**config.mk**
```make
export PLATFORM = sky130hd
export DESIGN_NAME = nearest_neighbor_zoom_scaler_top
export DESIGN_NICKNAME = d
export VERILOG_FILES = /design/src/hdl/nnzs_pkg.sv /design/src/hdl/nnzs_div.sv /design/src/hdl/nnzs_geom.sv /design/src/hdl/nnzs_pipe.sv /design/src/hdl/nearest_neighbor_zoom_scaler_top.sv
export SDC_FILE = /design/constraint.sdc
export NUM_CORES = 2
export LEC_CHECK = 0
export BUFFER_PORTS_ARGS = -buffer_cell sky130_fd_sc_hd__buf_2
export CORE_ASPECT_RATIO = 1.2
export CORE_MARGIN = 4
export CORE_UTILIZATION = 34
export CTS_BUF_LIST = sky130_fd_sc_hd__clkbuf_2 sky130_fd_sc_hd__clkbuf_4 sky130_fd_sc_hd__clkbuf_8
export DETAILED_ROUTE_END_ITERATION = 6
export REMOVE_ABC_BUFFERS = 1
export SLEW_MARGIN = 40
export SYNTH_ARGS = -nofsm -noshare
export SYNTH_HDL_FRONTEND = slang
export SYNTH_SLANG_ARGS = --single-unit
```
**constraint.sdc**
```tcl
create_clock -name clk -period 15.9 [get_ports clk]
set_input_delay 3.18 -clock clk [delete_from_list [all_inputs] [get_ports clk]]
set_output_delay 3.18 -clock clk [all_outputs]
set_load 0.05 [all_outputs]
```
**src/hdl/nnzs_pkg.sv**
```systemverilog
// Shared types and constants for the nearest-neighbor zoom scaler.
// No dependencies; every other file of the block imports this package.
package nnzs_pkg;

  // Field widths.
  localparam int unsigned DIM_W    = 9;   // panel and destination coordinates
  localparam int unsigned SRC_CW   = 8;   // source frame coordinates
  localparam int unsigned ZOOM_W   = 10;  // zoom register and divider divisor
  localparam int unsigned PROD_W   = 17;  // coordinate times window size
  localparam int unsigned QUO_W    = 8;   // per-pixel quotient bits
  localparam int unsigned DIV_STG  = 4;   // pipeline stages of the pixel divider

  // Configuration port.
  localparam int unsigned CFG_AW   = 3;
  localparam int unsigned CFG_DW   = 10;

  // Stream payload widths, rounded up to whole bytes.
  localparam int unsigned IN_TDATA_W  = 24;
  localparam int unsigned OUT_TDATA_W = 40;

  localparam int unsigned DEF_MAX_TARGET_DIM = 512;

  // Source windows.
  localparam logic [DIM_W-1:0]  SRC_W_FULL = 9'd256;
  localparam logic [DIM_W-1:0]  SRC_H_FULL = 9'd192;
  localparam logic [DIM_W-1:0]  SRC_W_HH   = 9'd160;
  localparam logic [DIM_W-1:0]  SRC_H_HH   = 9'd144;
  localparam logic [SRC_CW-1:0] SRC_X0_HH  = 8'd48;
  localparam logic [SRC_CW-1:0] SRC_Y0_HH  = 8'd24;
  localparam logic [DIM_W-1:0]  WIN_MIN    = 9'd16;
  localparam logic [ZOOM_W-1:0] ZOOM_UNITY = 10'd100;

  // Register reset values.
  localparam logic              RST_HANDHELD = 1'b0;
  localparam logic              RST_FILL     = 1'b1;
  localparam logic [ZOOM_W-1:0] RST_ZOOM     = 10'd110;
  localparam logic [DIM_W-1:0]  RST_TGT_W    = 9'd240;
  localparam logic [DIM_W-1:0]  RST_TGT_H    = 9'd135;

  // Register indexes on the configuration port.
  typedef enum logic [CFG_AW-1:0] {
    REG_HANDHELD = 3'd0,
    REG_FILL     = 3'd1,
    REG_ZOOM     = 3'd2,
    REG_TGT_W    = 3'd3,
    REG_TGT_H    = 3'd4
  } cfg_reg_t;

  // Picture geometry, fixed between configuration writes.
  typedef struct packed {
    logic [DIM_W-1:0]  dw;   // scaled picture width
    logic [DIM_W-1:0]  dh;   // scaled picture height
    logic [DIM_W-1:0]  ox;   // horizontal picture offset on the panel
    logic [DIM_W-1:0]  oy;   // vertical picture offset on the panel
    logic [DIM_W-1:0]  rw;   // zoom window width
    logic [DIM_W-1:0]  rh;   // zoom window height
    logic [SRC_CW-1:0] rx0;  // zoom window left column in the source frame
    logic [SRC_CW-1:0] ry0;  // zoom window top row in the source frame
  } geo_t;

endpackage

```
**src/hdl/nnzs_div.sv**
```systemverilog
// Radix-2 restoring divider, one quotient bit per cycle, for the geometry setup.
// Depends on nnzs_pkg.
module nnzs_div (
  input  logic                       clk,
  input  logic                       rst_n,
  input  logic                       start,
  input  logic [nnzs_pkg::PROD_W-1:0] dvd,
  input  logic [nnzs_pkg::ZOOM_W-1:0] dvs,
  output logic                       done,
  output logic [nnzs_pkg::PROD_W-1:0] quo
);
  import nnzs_pkg::*;

  localparam int unsigned CNT_W = $clog2(PROD_W);

  logic              busy_r;
  logic              done_r;
  logic [CNT_W-1:0]  cnt_r;
  logic [ZOOM_W-1:0] rem_r;
  logic [ZOOM_W-1:0] rem_nxt;
  logic [ZOOM_W-1:0] dvs_r;
  logic [PROD_W-1:0] quo_r;
  logic [PROD_W-1:0] quo_nxt;
  logic [ZOOM_W:0]   sh;
  logic              ge;

  always_comb begin
    sh      = {rem_r, quo_r[PROD_W-1]};
    ge      = (sh >= {1'b0, dvs_r});
    rem_nxt = ge ? ZOOM_W'(sh - {1'b0, dvs_r}) : sh[ZOOM_W-1:0];
    quo_nxt = {quo_r[PROD_W-2:0], ge};
  end

  always_ff @(posedge clk) begin
    if (!rst_n) begin
      busy_r <= 1'b0;
      done_r <= 1'b0;
    end else begin
      done_r <= busy_r && (cnt_r == '0) && !start;
      busy_r <= start || (busy_r && (cnt_r != '0));
    end
    if (start) begin
      rem_r <= '0;
      quo_r <= dvd;
      dvs_r <= dvs;
      cnt_r <= CNT_W'(PROD_W - 1);
    end else if (busy_r) begin
      rem_r <= rem_nxt;
      quo_r <= quo_nxt;
      cnt_r <= cnt_r - 1'b1;
    end
  end

  assign done = done_r;
  assign quo  = quo_r;

endmodule

```
**src/hdl/nnzs_geom.sv**
```systemverilog
// Configuration registers and the setup sequencer that derives the picture geometry.
// Depends on nnzs_pkg and nnzs_div.
module nnzs_geom #(
  parameter int unsigned MAX_TARGET_DIM = nnzs_pkg::DEF_MAX_TARGET_DIM
) (
  input  logic                        clk,
  input  logic                        rst_n,
  input  logic                        cfg_we,
  input  logic [nnzs_pkg::CFG_AW-1:0] cfg_addr,
  input  logic [nnzs_pkg::CFG_DW-1:0] cfg_wdata,
  output nnzs_pkg::geo_t              geo,
  output logic                        geo_rdy
);
  import nnzs_pkg::*;

  typedef enum logic [2:0] {
    ST_START, ST_FIT, ST_WFIT, ST_WRW, ST_WRH, ST_DONE, ST_IDLE
  } state_t;

  state_t st_r, st_nxt;

  logic              hand_r, fill_r;
  logic [ZOOM_W-1:0] zoom_r, zp_r;
  logic [DIM_W-1:0]  tgtw_r, tgth_r, tw_r, th_r, fitq_r;
  logic              cond_r;
  logic [PROD_W-1:0] rwq_r, rhq_r;
  geo_t              geo_r, geo_nxt;

  logic [DIM_W-1:0]    src_w, src_h;
  logic [SRC_CW-1:0]   x0, y0;
  logic [2*DIM_W-1:0]  prod_tw, prod_th;
  logic                fit_cond;
  logic                div_start, div_done;
  logic [PROD_W-1:0]   div_dvd, div_quo;
  logic [ZOOM_W-1:0]   div_dvs;
  logic [DIM_W-1:0]    dw_c, dh_c, rw_c, rh_c;

  function automatic logic [DIM_W-1:0] clamp_dim(input logic [DIM_W-1:0] v);
    if (v == '0) return DIM_W'(1);
    else if (32'(v) > MAX_TARGET_DIM) return DIM_W'(MAX_TARGET_DIM);
    else return v;
  endfunction

  function automatic logic [DIM_W-1:0] win_clamp(input logic [PROD_W-1:0] q,
                                                 input logic [DIM_W-1:0]  src);
    if (q < PROD_W'(WIN_MIN)) return WIN_MIN;
    else if (q > PROD_W'(src)) return src;
    else return q[DIM_W-1:0];
  endfunction

  // Configuration registers.
  always_ff @(posedge clk) begin
    if (!rst_n) begin
      hand_r <= RST_HANDHELD;
      fill_r <= RST_FILL;
      zoom_r <= RST_ZOOM;
      tgtw_r <= RST_TGT_W;
      tgth_r <= RST_TGT_H;
    end else if (cfg_we) begin
      case (cfg_addr)
        REG_HANDHELD: hand_r <= cfg_wdata[0];
        REG_FILL:     fill_r <= cfg_wdata[0];
        REG_ZOOM:     zoom_r <= cfg_wdata[ZOOM_W-1:0];
        REG_TGT_W:    tgtw_r <= cfg_wdata[DIM_W-1:0];
        REG_TGT_H:    tgth_r <= cfg_wdata[DIM_W-1:0];
        default:      ;
      endcase
    end
  end

  always_comb begin
    src_w    = hand_r ? SRC_W_HH  : SRC_W_FULL;
    src_h    = hand_r ? SRC_H_HH  : SRC_H_FULL;
    x0       = hand_r ? SRC_X0_HH : '0;
    y0       = hand_r ? SRC_Y0_HH : '0;
    prod_tw  = tw_r * src_h;
    prod_th  = th_r * src_w;
    fit_cond = (prod_tw < prod_th);

    // Three divisions run back to back on the shared divider.
    div_start = 1'b0;
    div_dvd   = '0;
    div_dvs   = '0;
    unique case (st_r)
      ST_FIT: begin
        div_start = 1'b1;
        div_dvd   = fit_cond ? prod_tw[PROD_W-1:0] : prod_th[PROD_W-1:0];
        div_dvs   = fit_cond ? ZOOM_W'(src_w) : ZOOM_W'(src_h);
      end
      ST_WFIT: begin
        div_start = div_done;
        div_dvd   = PROD_W'(src_w) * PROD_W'(ZOOM_UNITY);
        div_dvs   = zp_r;
      end
      ST_WRW: begin
        div_start = div_done;
        div_dvd   = PROD_W'(src_h) * PROD_W'(ZOOM_UNITY);
        div_dvs   = zp_r;
      end
      default: ;
    endcase

    // Final geometry. With fill, the offsets come out as zero by themselves.
    dw_c = (fill_r || cond_r)  ? tw_r : fitq_r;
    dh_c = (fill_r || !cond_r) ? th_r : fitq_r;
    if (dw_c == '0) dw_c = DIM_W'(1);
    if (dh_c == '0) dh_c = DIM_W'(1);
    rw_c = win_clamp(rwq_r, src_w);
    rh_c = win_clamp(rhq_r, src_h);
    geo_nxt.dw  = dw_c;
    geo_nxt.dh  = dh_c;
    geo_nxt.ox  = DIM_W'(tw_r - dw_c) >> 1;
    geo_nxt.oy  = DIM_W'(th_r - dh_c) >> 1;
    geo_nxt.rw  = rw_c;
    geo_nxt.rh  = rh_c;
    geo_nxt.rx0 = SRC_CW'(x0 + SRC_CW'(DIM_W'(src_w - rw_c) >> 1));
    geo_nxt.ry0 = SRC_CW'(y0 + SRC_CW'(DIM_W'(src_h - rh_c) >> 1));

    if (cfg_we) begin
      st_nxt = ST_START;
    end else begin
      unique case (st_r)
        ST_START: st_nxt = ST_FIT;
        ST_FIT:   st_nxt = ST_WFIT;
        ST_WFIT:  st_nxt = div_done ? ST_WRW : ST_WFIT;
        ST_WRW:   st_nxt = div_done ? ST_WRH : ST_WRW;
        ST_WRH:   st_nxt = div_done ? ST_DONE : ST_WRH;
        ST_DONE:  st_nxt = ST_IDLE;
        ST_IDLE:  st_nxt = ST_IDLE;
        default:  st_nxt = ST_START;
      endcase
    end
  end

  always_ff @(posedge clk) begin
    if (!rst_n) begin
      st_r <= ST_START;
    end else begin
      st_r <= st_nxt;
    end
    if (st_r == ST_START) begin
      tw_r <= clamp_dim(tgtw_r);
      th_r <= clamp_dim(tgth_r);
      zp_r <= (zoom_r == '0) ? ZOOM_UNITY : zoom_r;
    end
    if (st_r == ST_FIT) begin
      cond_r <= fit_cond;
    end
    if (st_r == ST_WFIT && div_done) begin
      fitq_r <= div_quo[DIM_W-1:0];
    end
    if (st_r == ST_WRW && div_done) begin
      rwq_r <= div_quo;
    end
    if (st_r == ST_WRH && div_done) begin
      rhq_r <= div_quo;
    end
    if (st_r == ST_DONE) begin
      geo_r <= geo_nxt;
    end
  end

  nnzs_div u_div (
    .clk   (clk),
    .rst_n (rst_n),
    .start (div_start),
    .dvd   (div_dvd),
    .dvs   (div_dvs),
    .done  (div_done),
    .quo   (div_quo)
  );

  assign geo     = geo_r;
  assign geo_rdy = (st_r == ST_IDLE) && !cfg_we;

  a_cfg_restart: assert property (@(posedge clk) disable iff (!rst_n)
    cfg_we |=> !geo_rdy)
    else $error("geometry reported ready right after a configuration write");

  a_geo_hold: assert property (@(posedge clk) disable iff (!rst_n)
    (st_r == ST_IDLE) && !cfg_we |=> $stable(geo_r))
    else $error("geometry changed while idle");

  a_dims_nonzero: assert property (@(posedge clk) disable iff (!rst_n)
    (st_r == ST_IDLE) |-> (geo_r.dw != '0) && (geo_r.dh != '0))
    else $error("scaled picture dimension of zero");

  a_window_range: assert property (@(posedge clk) disable iff (!rst_n)
    (st_r == ST_IDLE) |-> (geo_r.rw >= WIN_MIN) && (geo_r.rw <= SRC_W_FULL)
                          && (geo_r.rh >= WIN_MIN) && (geo_r.rh <= SRC_H_FULL))
    else $error("zoom window outside its clamp range");

endmodule

```
**src/hdl/nnzs_pipe.sv**
```systemverilog
// Per-pixel mapping pipeline: multiply stage, four two-bit divider stages, output register.
// Depends on nnzs_pkg.
module nnzs_pipe (
  input  logic                         clk,
  input  logic                         rst_n,
  input  nnzs_pkg::geo_t               geo,
  input  logic                         in_vld,
  input  logic [nnzs_pkg::DIM_W-1:0]   in_col,
  input  logic [nnzs_pkg::DIM_W-1:0]   in_row,
  output logic                         in_rdy,
  output logic                         out_vld,
  input  logic                         out_rdy,
  output logic [nnzs_pkg::SRC_CW-1:0]  source_col,
  output logic [nnzs_pkg::SRC_CW-1:0]  source_row,
  output logic [nnzs_pkg::DIM_W-1:0]   screen_col,
  output logic [nnzs_pkg::DIM_W-1:0]   screen_row,
  output logic                         inside_res,
  output logic                         row_last
);
  import nnzs_pkg::*;

  localparam int unsigned NSTG     = DIV_STG + 1;
  localparam int unsigned BITS_PER = QUO_W / DIV_STG;

  typedef struct packed {
    logic [PROD_W-1:0] rc;    // column partial remainder
    logic [PROD_W-1:0] rr;    // row partial remainder
    logic [QUO_W-1:0]  qc;    // column quotient, bits shifted in at the bottom, MSB first
    logic [QUO_W-1:0]  qr;
    logic [DIM_W-1:0]  scol;
    logic [DIM_W-1:0]  srow;
    logic              ins;
    logic              last;
  } pix_t;

  pix_t             stg_r   [NSTG];
  pix_t             stg_nxt [NSTG];
  logic [NSTG-1:0]  vld_r;
  logic [NSTG:0]    en;
  logic [2*DIM_W-1:0] prod_c, prod_r;

  logic              out_vld_r, out_ins_r, out_last_r;
  logic [SRC_CW-1:0] out_scol_r, out_srow_r;
  logic [DIM_W-1:0]  out_dcol_r, out_drow_r;

  // Two restoring steps on both coordinates; quotient bits come MSB first.
  function automatic pix_t div_stage(input pix_t p, input logic [DIM_W-1:0] dw,
                                     input logic [DIM_W-1:0] dh, input int hb);
    pix_t          o;
    logic [PROD_W:0] dsh;
    logic          bc;
    o = p;
    for (int b = 0; b < BITS_PER; b++) begin
      dsh = {{(PROD_W+1-DIM_W){1'b0}}, dw} << (hb - b);
      bc  = ({1'b0, o.rc} >= dsh);
      if (bc) o.rc = PROD_W'({1'b0, o.rc} - dsh);
      o.qc = {o.qc[QUO_W-2:0], bc};
      dsh = {{(PROD_W+1-DIM_W){1'b0}}, dh} << (hb - b);
      bc  = ({1'b0, o.rr} >= dsh);
      if (bc) o.rr = PROD_W'({1'b0, o.rr} - dsh);
      o.qr = {o.qr[QUO_W-2:0], bc};
    end
    return o;
  endfunction

  always_comb begin
    en[NSTG] = !out_vld_r || out_rdy;
    for (int j = NSTG - 1; j >= 0; j--) begin
      en[j] = !vld_r[j] || en[j+1];
    end

    prod_c = in_col * geo.rw;
    prod_r = in_row * geo.rh;
    stg_nxt[0].rc   = prod_c[PROD_W-1:0];
    stg_nxt[0].rr   = prod_r[PROD_W-1:0];
    stg_nxt[0].qc   = '0;
    stg_nxt[0].qr   = '0;
    stg_nxt[0].scol = DIM_W'(geo.ox + in_col);
    stg_nxt[0].srow = DIM_W'(geo.oy + in_row);
    stg_nxt[0].ins  = (in_col < geo.dw) && (in_row < geo.dh);
    stg_nxt[0].last = (in_col == DIM_W'(geo.dw - 1'b1));
    for (int j = 1; j < NSTG; j++) begin
      stg_nxt[j] = div_stage(stg_r[j-1], geo.dw, geo.dh, QUO_W - 1 - (j - 1) * BITS_PER);
    end
  end

  always_ff @(posedge clk) begin
    if (!rst_n) begin
      vld_r     <= '0;
      out_vld_r <= 1'b0;
    end else begin
      if (en[0]) vld_r[0] <= in_vld;
      for (int j = 1; j < NSTG; j++) begin
        if (en[j]) vld_r[j] <= vld_r[j-1];
      end
      if (en[NSTG]) out_vld_r <= vld_r[NSTG-1];
    end
    for (int j = 0; j < NSTG; j++) begin
      if (en[j]) stg_r[j] <= stg_nxt[j];
    end
    if (en[NSTG]) begin
      // Pixels outside the picture read as all zeros.
      out_ins_r  <= stg_r[NSTG-1].ins;
      out_last_r <= stg_r[NSTG-1].ins && stg_r[NSTG-1].last;
      out_scol_r <= stg_r[NSTG-1].ins ? SRC_CW'(geo.rx0 + stg_r[NSTG-1].qc) : '0;
      out_srow_r <= stg_r[NSTG-1].ins ? SRC_CW'(geo.ry0 + stg_r[NSTG-1].qr) : '0;
      out_dcol_r <= stg_r[NSTG-1].ins ? stg_r[NSTG-1].scol : '0;
      out_drow_r <= stg_r[NSTG-1].ins ? stg_r[NSTG-1].srow : '0;
    end
  end

  assign in_rdy     = en[0];
  assign out_vld    = out_vld_r;
  assign source_col = out_scol_r;
  assign source_row = out_srow_r;
  assign screen_col = out_dcol_r;
  assign screen_row = out_drow_r;
  assign inside_res = out_ins_r;
  assign row_last   = out_last_r;

  a_zero_outside: assert property (@(posedge clk) disable iff (!rst_n)
    out_vld_r && !out_ins_r |-> (out_scol_r == '0) && (out_srow_r == '0)
                                && (out_dcol_r == '0) && (out_drow_r == '0) && !out_last_r)
    else $error("result outside the picture carries nonzero fields");

  a_last_inside: assert property (@(posedge clk) disable iff (!rst_n)
    out_vld_r && out_last_r |-> out_ins_r)
    else $error("row end flagged outside the picture");

  a_full_stall: assert property (@(posedge clk) disable iff (!rst_n)
    (&vld_r) && out_vld_r && !out_rdy |-> !in_rdy)
    else $error("full pipeline accepted a pixel while the output was stalled");

  a_row_range: assert property (@(posedge clk) disable iff (!rst_n)
    out_vld_r |-> ({1'b0, out_srow_r} < SRC_H_FULL))
    else $error("source row beyond the source frame");

endmodule

```
**src/hdl/nearest_neighbor_zoom_scaler_top.sv**
```systemverilog
// Top level of the nearest-neighbor zoom scaler: stream ports and payload packing.
// Depends on nnzs_pkg, nnzs_geom (with nnzs_div) and nnzs_pipe.
//
// Usage: each input transfer carries one destination pixel coordinate; each
// output transfer returns the source frame pixel to read for it, the panel
// position of the pixel and two flags. Exactly one output transfer follows
// every input transfer, in order.
// Each pixel passes through six register stages: one multiply stage, four
// divider stages that resolve two quotient bits each, and the output register;
// the first stage captures the pixel at the transfer edge itself. Throughput
// is one pixel per cycle while out_tready stays high, set by the fully
// pipelined per-pixel divider.
// After reset and after every configuration write, a setup sequencer derives
// the picture geometry with one shared bit-serial divider (three divisions
// of 17 quotient steps each, run back to back); in_tready stays low until it
// finishes.
// The user must write configuration only while the block is idle; the block
// itself does not enforce it. When the receiver stalls, results back up stage
// by stage; empty stages keep taking new pixels until the pipeline is full.
module nearest_neighbor_zoom_scaler_top #(
  parameter int unsigned MAX_TARGET_DIM = nnzs_pkg::DEF_MAX_TARGET_DIM
) (
  input  logic                             clk,
  input  logic                             rst_n,
  // Input stream.
  input  logic                             in_tvalid,
  output logic                             in_tready,
  input  logic [nnzs_pkg::IN_TDATA_W-1:0]  in_tdata,   // dest_col, dest_row
  // Result stream.
  output logic                             out_tvalid,
  input  logic                             out_tready,
  output logic [nnzs_pkg::OUT_TDATA_W-1:0] out_tdata,  // source_col, source_row,
                                                       // screen_col, screen_row
  output logic                             out_tuser,  // inside_res
  output logic                             out_tlast,  // row_last
  // Configuration write port.
  input  logic                             cfg_we,
  input  logic [nnzs_pkg::CFG_AW-1:0]      cfg_addr,
  input  logic [nnzs_pkg::CFG_DW-1:0]      cfg_wdata
);
  import nnzs_pkg::*;

  geo_t              geo;
  logic              geo_rdy;
  logic              pipe_rdy;
  logic [DIM_W-1:0]  dest_col, dest_row;
  logic [SRC_CW-1:0] source_col, source_row;
  logic [DIM_W-1:0]  screen_col, screen_row;

  assign dest_col = in_tdata[DIM_W-1:0];
  assign dest_row = in_tdata[2*DIM_W-1:DIM_W];

  nnzs_geom #(
    .MAX_TARGET_DIM (MAX_TARGET_DIM)
  ) u_geom (
    .clk       (clk),
    .rst_n     (rst_n),
    .cfg_we    (cfg_we),
    .cfg_addr  (cfg_addr),
    .cfg_wdata (cfg_wdata),
    .geo       (geo),
    .geo_rdy   (geo_rdy)
  );

  // Pixels are only taken once the geometry is settled.
  nnzs_pipe u_pipe (
    .clk        (clk),
    .rst_n      (rst_n),
    .geo        (geo),
    .in_vld     (in_tvalid && geo_rdy),
    .in_col     (dest_col),
    .in_row     (dest_row),
    .in_rdy     (pipe_rdy),
    .out_vld    (out_tvalid),
    .out_rdy    (out_tready),
    .source_col (source_col),
    .source_row (source_row),
    .screen_col (screen_col),
    .screen_row (screen_row),
    .inside_res (out_tuser),
    .row_last   (out_tlast)
  );

  assign in_tready = pipe_rdy && geo_rdy;
  assign out_tdata = {(OUT_TDATA_W - 2*SRC_CW - 2*DIM_W)'(0),
                      screen_row, screen_col, source_row, source_col};

endmodule

```
==> results_dict.tcl <==
set metrics [dict create \
    antenna_found_initial 8 \
    dp_hpwl_um 61800 \
    htreeDepth 3 \
    drt-vias-per-instance 4.95 \
    period_share 0.519 \
    finalInstanceArea_um2 40700 \
    max-clock-path-buffers 3 \
    core-area_um2 108000 \
    firstDrtPassIters 5 \
    top_usage_layer "met2" \
    drc 0 \
    synth-edff-count 479 \
    drive_above_1_share 0.0979 \
    nNetsFinal 4141 \
    synth_async_sr_flop_share 0 \
    drt_wl_total_um 81200 \
    clock_skew_ns 0.0412 \
    use_met2 0.244 \
    seq_area_frac_synth 0.420 \
    cp-end-kind "output pin" \
    start_kind "primary input" \
    route.vias.total 25100 \
    met1_usage 0.181 \
    die_x_um 309 \
    num_rows 132 \
    cts-root-buf "clkbuf_8" \
    grt_pass1_vias 25000 \
    setup_violations 0 \
    power_leakage_nw 17.3 \
    rsz0062_at_grt "no" \
    ff_latch_area_um2 15500 \
    drv_slew 0 \
    io_pins 86 \
    grt_overflow_total 0 \
    worstPathRequired_ns 12.72 \
    grt_pass1_wl_um 131000 \
    timing.fmax_ghz 0.121 \
    critPathArrivalTime_ns 5.08 \
    netlist_area_um2 36900 \
    cts.sinks 535 \
    ys_types 80 \
    drtIter0Drc 1248 \
    min_path_type "register to register" \
    hold_buffers 0 \
    worst-path-max-fanout 36 \
    postSynthCellCount 3493 \
    syn_to_final_growth_pct 10.3 \
    yosysWarnings 0 \
    multi_input_area_um2 19700 \
    clkLatencyLatePin_ns 0.70 \
    final_common_cell "edfxtp_1" \
    status "finished, final reports clean" \
    cts-buffers-inserted 89 \
    cts.clk_slew.worst_paths_ns 0.06 \
    syn_avg_cell_area_um2 10.6 \
    post_drt_wl_per_cell_um 16.0 \
    routabilityCongestion 0.863 \
    dieArea_um2 114000 \
    finalSetupTns_ns 0 \
    die_h_um 369 \
    hold-worst-slack_ns 0.393 \
    post-route-min-period_ns 8.26 \
    met3_usage 0.0243 \
    post-route-util 0.377 \
    drtAntennaViolNets 0 \
    cts_tree "done" \
    final_cell_mix "479 x edfxtp_1, 384 x ha_1, 339 x inv_1" \
    ir_drop_mv 0.0830 \
    dpl-instance-area_um2 38800 \
    hold_viol_final 0 \
    ys.flop_type "edfxtp_1" \
    cap_violations 0 \
    post-cts-setup-buffers 0 \
    path_class "primary input to output pin" \
    synth_seq_cells 535 \
    track_usage 0.143 \
    grt_max_degree 59 \
    tightest_slew_ns 0.814 \
    slew_headroom 0.457 \
    port_buffers 73 \
    nFillCells 10500 \
    start_util 0.342 \
    power_density_nw_per_um2 159 \
    cts_resized 0 \
]
==> power by group <==
group          switching [mW]  internal (mW)  total, mW  leakage, nW
Clock                   0.553          0.693       1.25        0.968
Combinational            1.71           1.42       3.13         11.1
Sequential              0.158           1.93       2.09         5.30
==> worst paths after layout <==
| path | from | endpoint | slack [ns] | depth (start not counted) |
|---|---|---|---|---|
| worst max-delay path | out_tready | in_tready | 7.64 | 8 |
| worst max register to register | u_geom.hand_r | u_geom.u_div.quo[6] | 9.42 | 22 |
| worst min register to register | u_pipe.stg_r[0][161] | u_pipe.stg_r[0][233] | 0.39 | 0 |
| worst min-delay path | u_pipe.stg_r[0][161] | u_pipe.stg_r[0][233] | 0.39 | 0 |
==> through the flow <==
stage | setup WS (ns) | std cells | total power [mW]
2_1_floorplan | 6.87 | 3391 | 4.55
3_3_place_gp | 7.55 | 4895 | 5.17
3_5_place_dp | 7.48 | 4897 | 5.22
4_1_cts | 7.47 | 5061 | 6.52
5_1_grt | 7.46 | 5066 | 7.02
6_report | 7.64 | 5068 | 6.46
==> synth_stat cells (all sizes together), types with 20 or more instances <==
| master | instances | area, um^2 |
|---|---|---|
| nand2 | 316 | 1190 |
| o21a | 30 | 225 |
| a21oi | 202 | 1010 |
| or3 | 21 | 131 |
| fa | 133 | 2660 |
| nor2 | 192 | 723 |
| nor3 | 54 | 280 |
| mux2i | 43 | 430 |
| clkbuf | 94 | 353 |
| nor4 | 33 | 221 |
| inv | 342 | 1280 |
| o21bai | 22 | 165 |
| nor2b | 63 | 394 |
| xor2 | 77 | 674 |
| nand2b | 50 | 320 |
| dfxtp | 56 | 1120 |
| nand3 | 56 | 280 |
| nand4 | 30 | 188 |
| xnor2 | 136 | 1190 |
| ha | 384 | 4800 |
| edfxtp | 479 | 14400 |
| buf | 20 | 131 |
| a21o | 66 | 495 |
| mux2 | 56 | 653 |
| o21ai | 164 | 821 |
| a21boi | 33 | 251 |
| and2 | 126 | 788 |
==> registers in the layout, indices dropped and copies added, names as in the netlist, 3 cells and up <==
signal,cells
u_geom.th_r,9
u_geom.u_div.dvs_r,10
u_geom.u_div.quo,17
u_geom.zp_r,10
u_pipe.source_row,8
u_pipe.screen_col,9
u_geom.rhq_r,17
u_geom.tw_r,9
u_geom.geo,68
u_geom.tgth_r,9
u_pipe.stg_r,276
u_pipe.source_col,8
u_geom.st_r,3
u_pipe.screen_row,9
u_geom.rwq_r,17
u_geom.fitq_r,9
u_geom.u_div.rem_r,10
u_geom.tgtw_r,9
u_geom.u_div.cnt_r,5
u_pipe.vld_r,5
u_geom.zoom_r,10
==> logic make-up (layout without fill, tap and decap cells) <==
| kind of cell | Yosys count | after routing | share of synthesized area |
|---|---|---|---|
| flops | 535 | 535 | 0.420 |
| xor+xnor | 213 | 213 | 0.0506 |
| buf+inv | 457 | 607 | 0.0480 |
| mux | 99 | 99 | 0.0294 |
| fa+ha+maj | 518 | 518 | 0.203 |
| compound gates | 650 | 650 | 0.111 |
| simple gates | 1019 | 1019 | 0.138 |
| other cells | 2 | 20 | 0.000204 |
==> routing by layer <==
layer	vias up	part of all wire
met1	12000	0.44
met3	143	0.044
met4	4	0.035
met5	-	0.00021
li1	12500	-
met2	459	0.48
==> area by class of cell <==
class                           count  share of cell area
Clock buffer                      121              0.0366
Inverter                          343              0.0316
Sequential cell                   535               0.381
Tap cell                         1407              0.0433
Clock inverter                     43             0.00855
Antenna cell                        6            0.000369
Timing Repair Buffer              100              0.0149
Multi-Input combinational cell   2513               0.484
==> critical path: stages <==
cell,delay (ns)
buf_2,0.09
nor2b_1,0.38
and3_1,0.29
and2_1,0.27
nand3_2,0.09
buf_4,0.28
and2_1,0.26
buf_2,0.23
No activity file was read; power rests on OpenSTA's default activity.
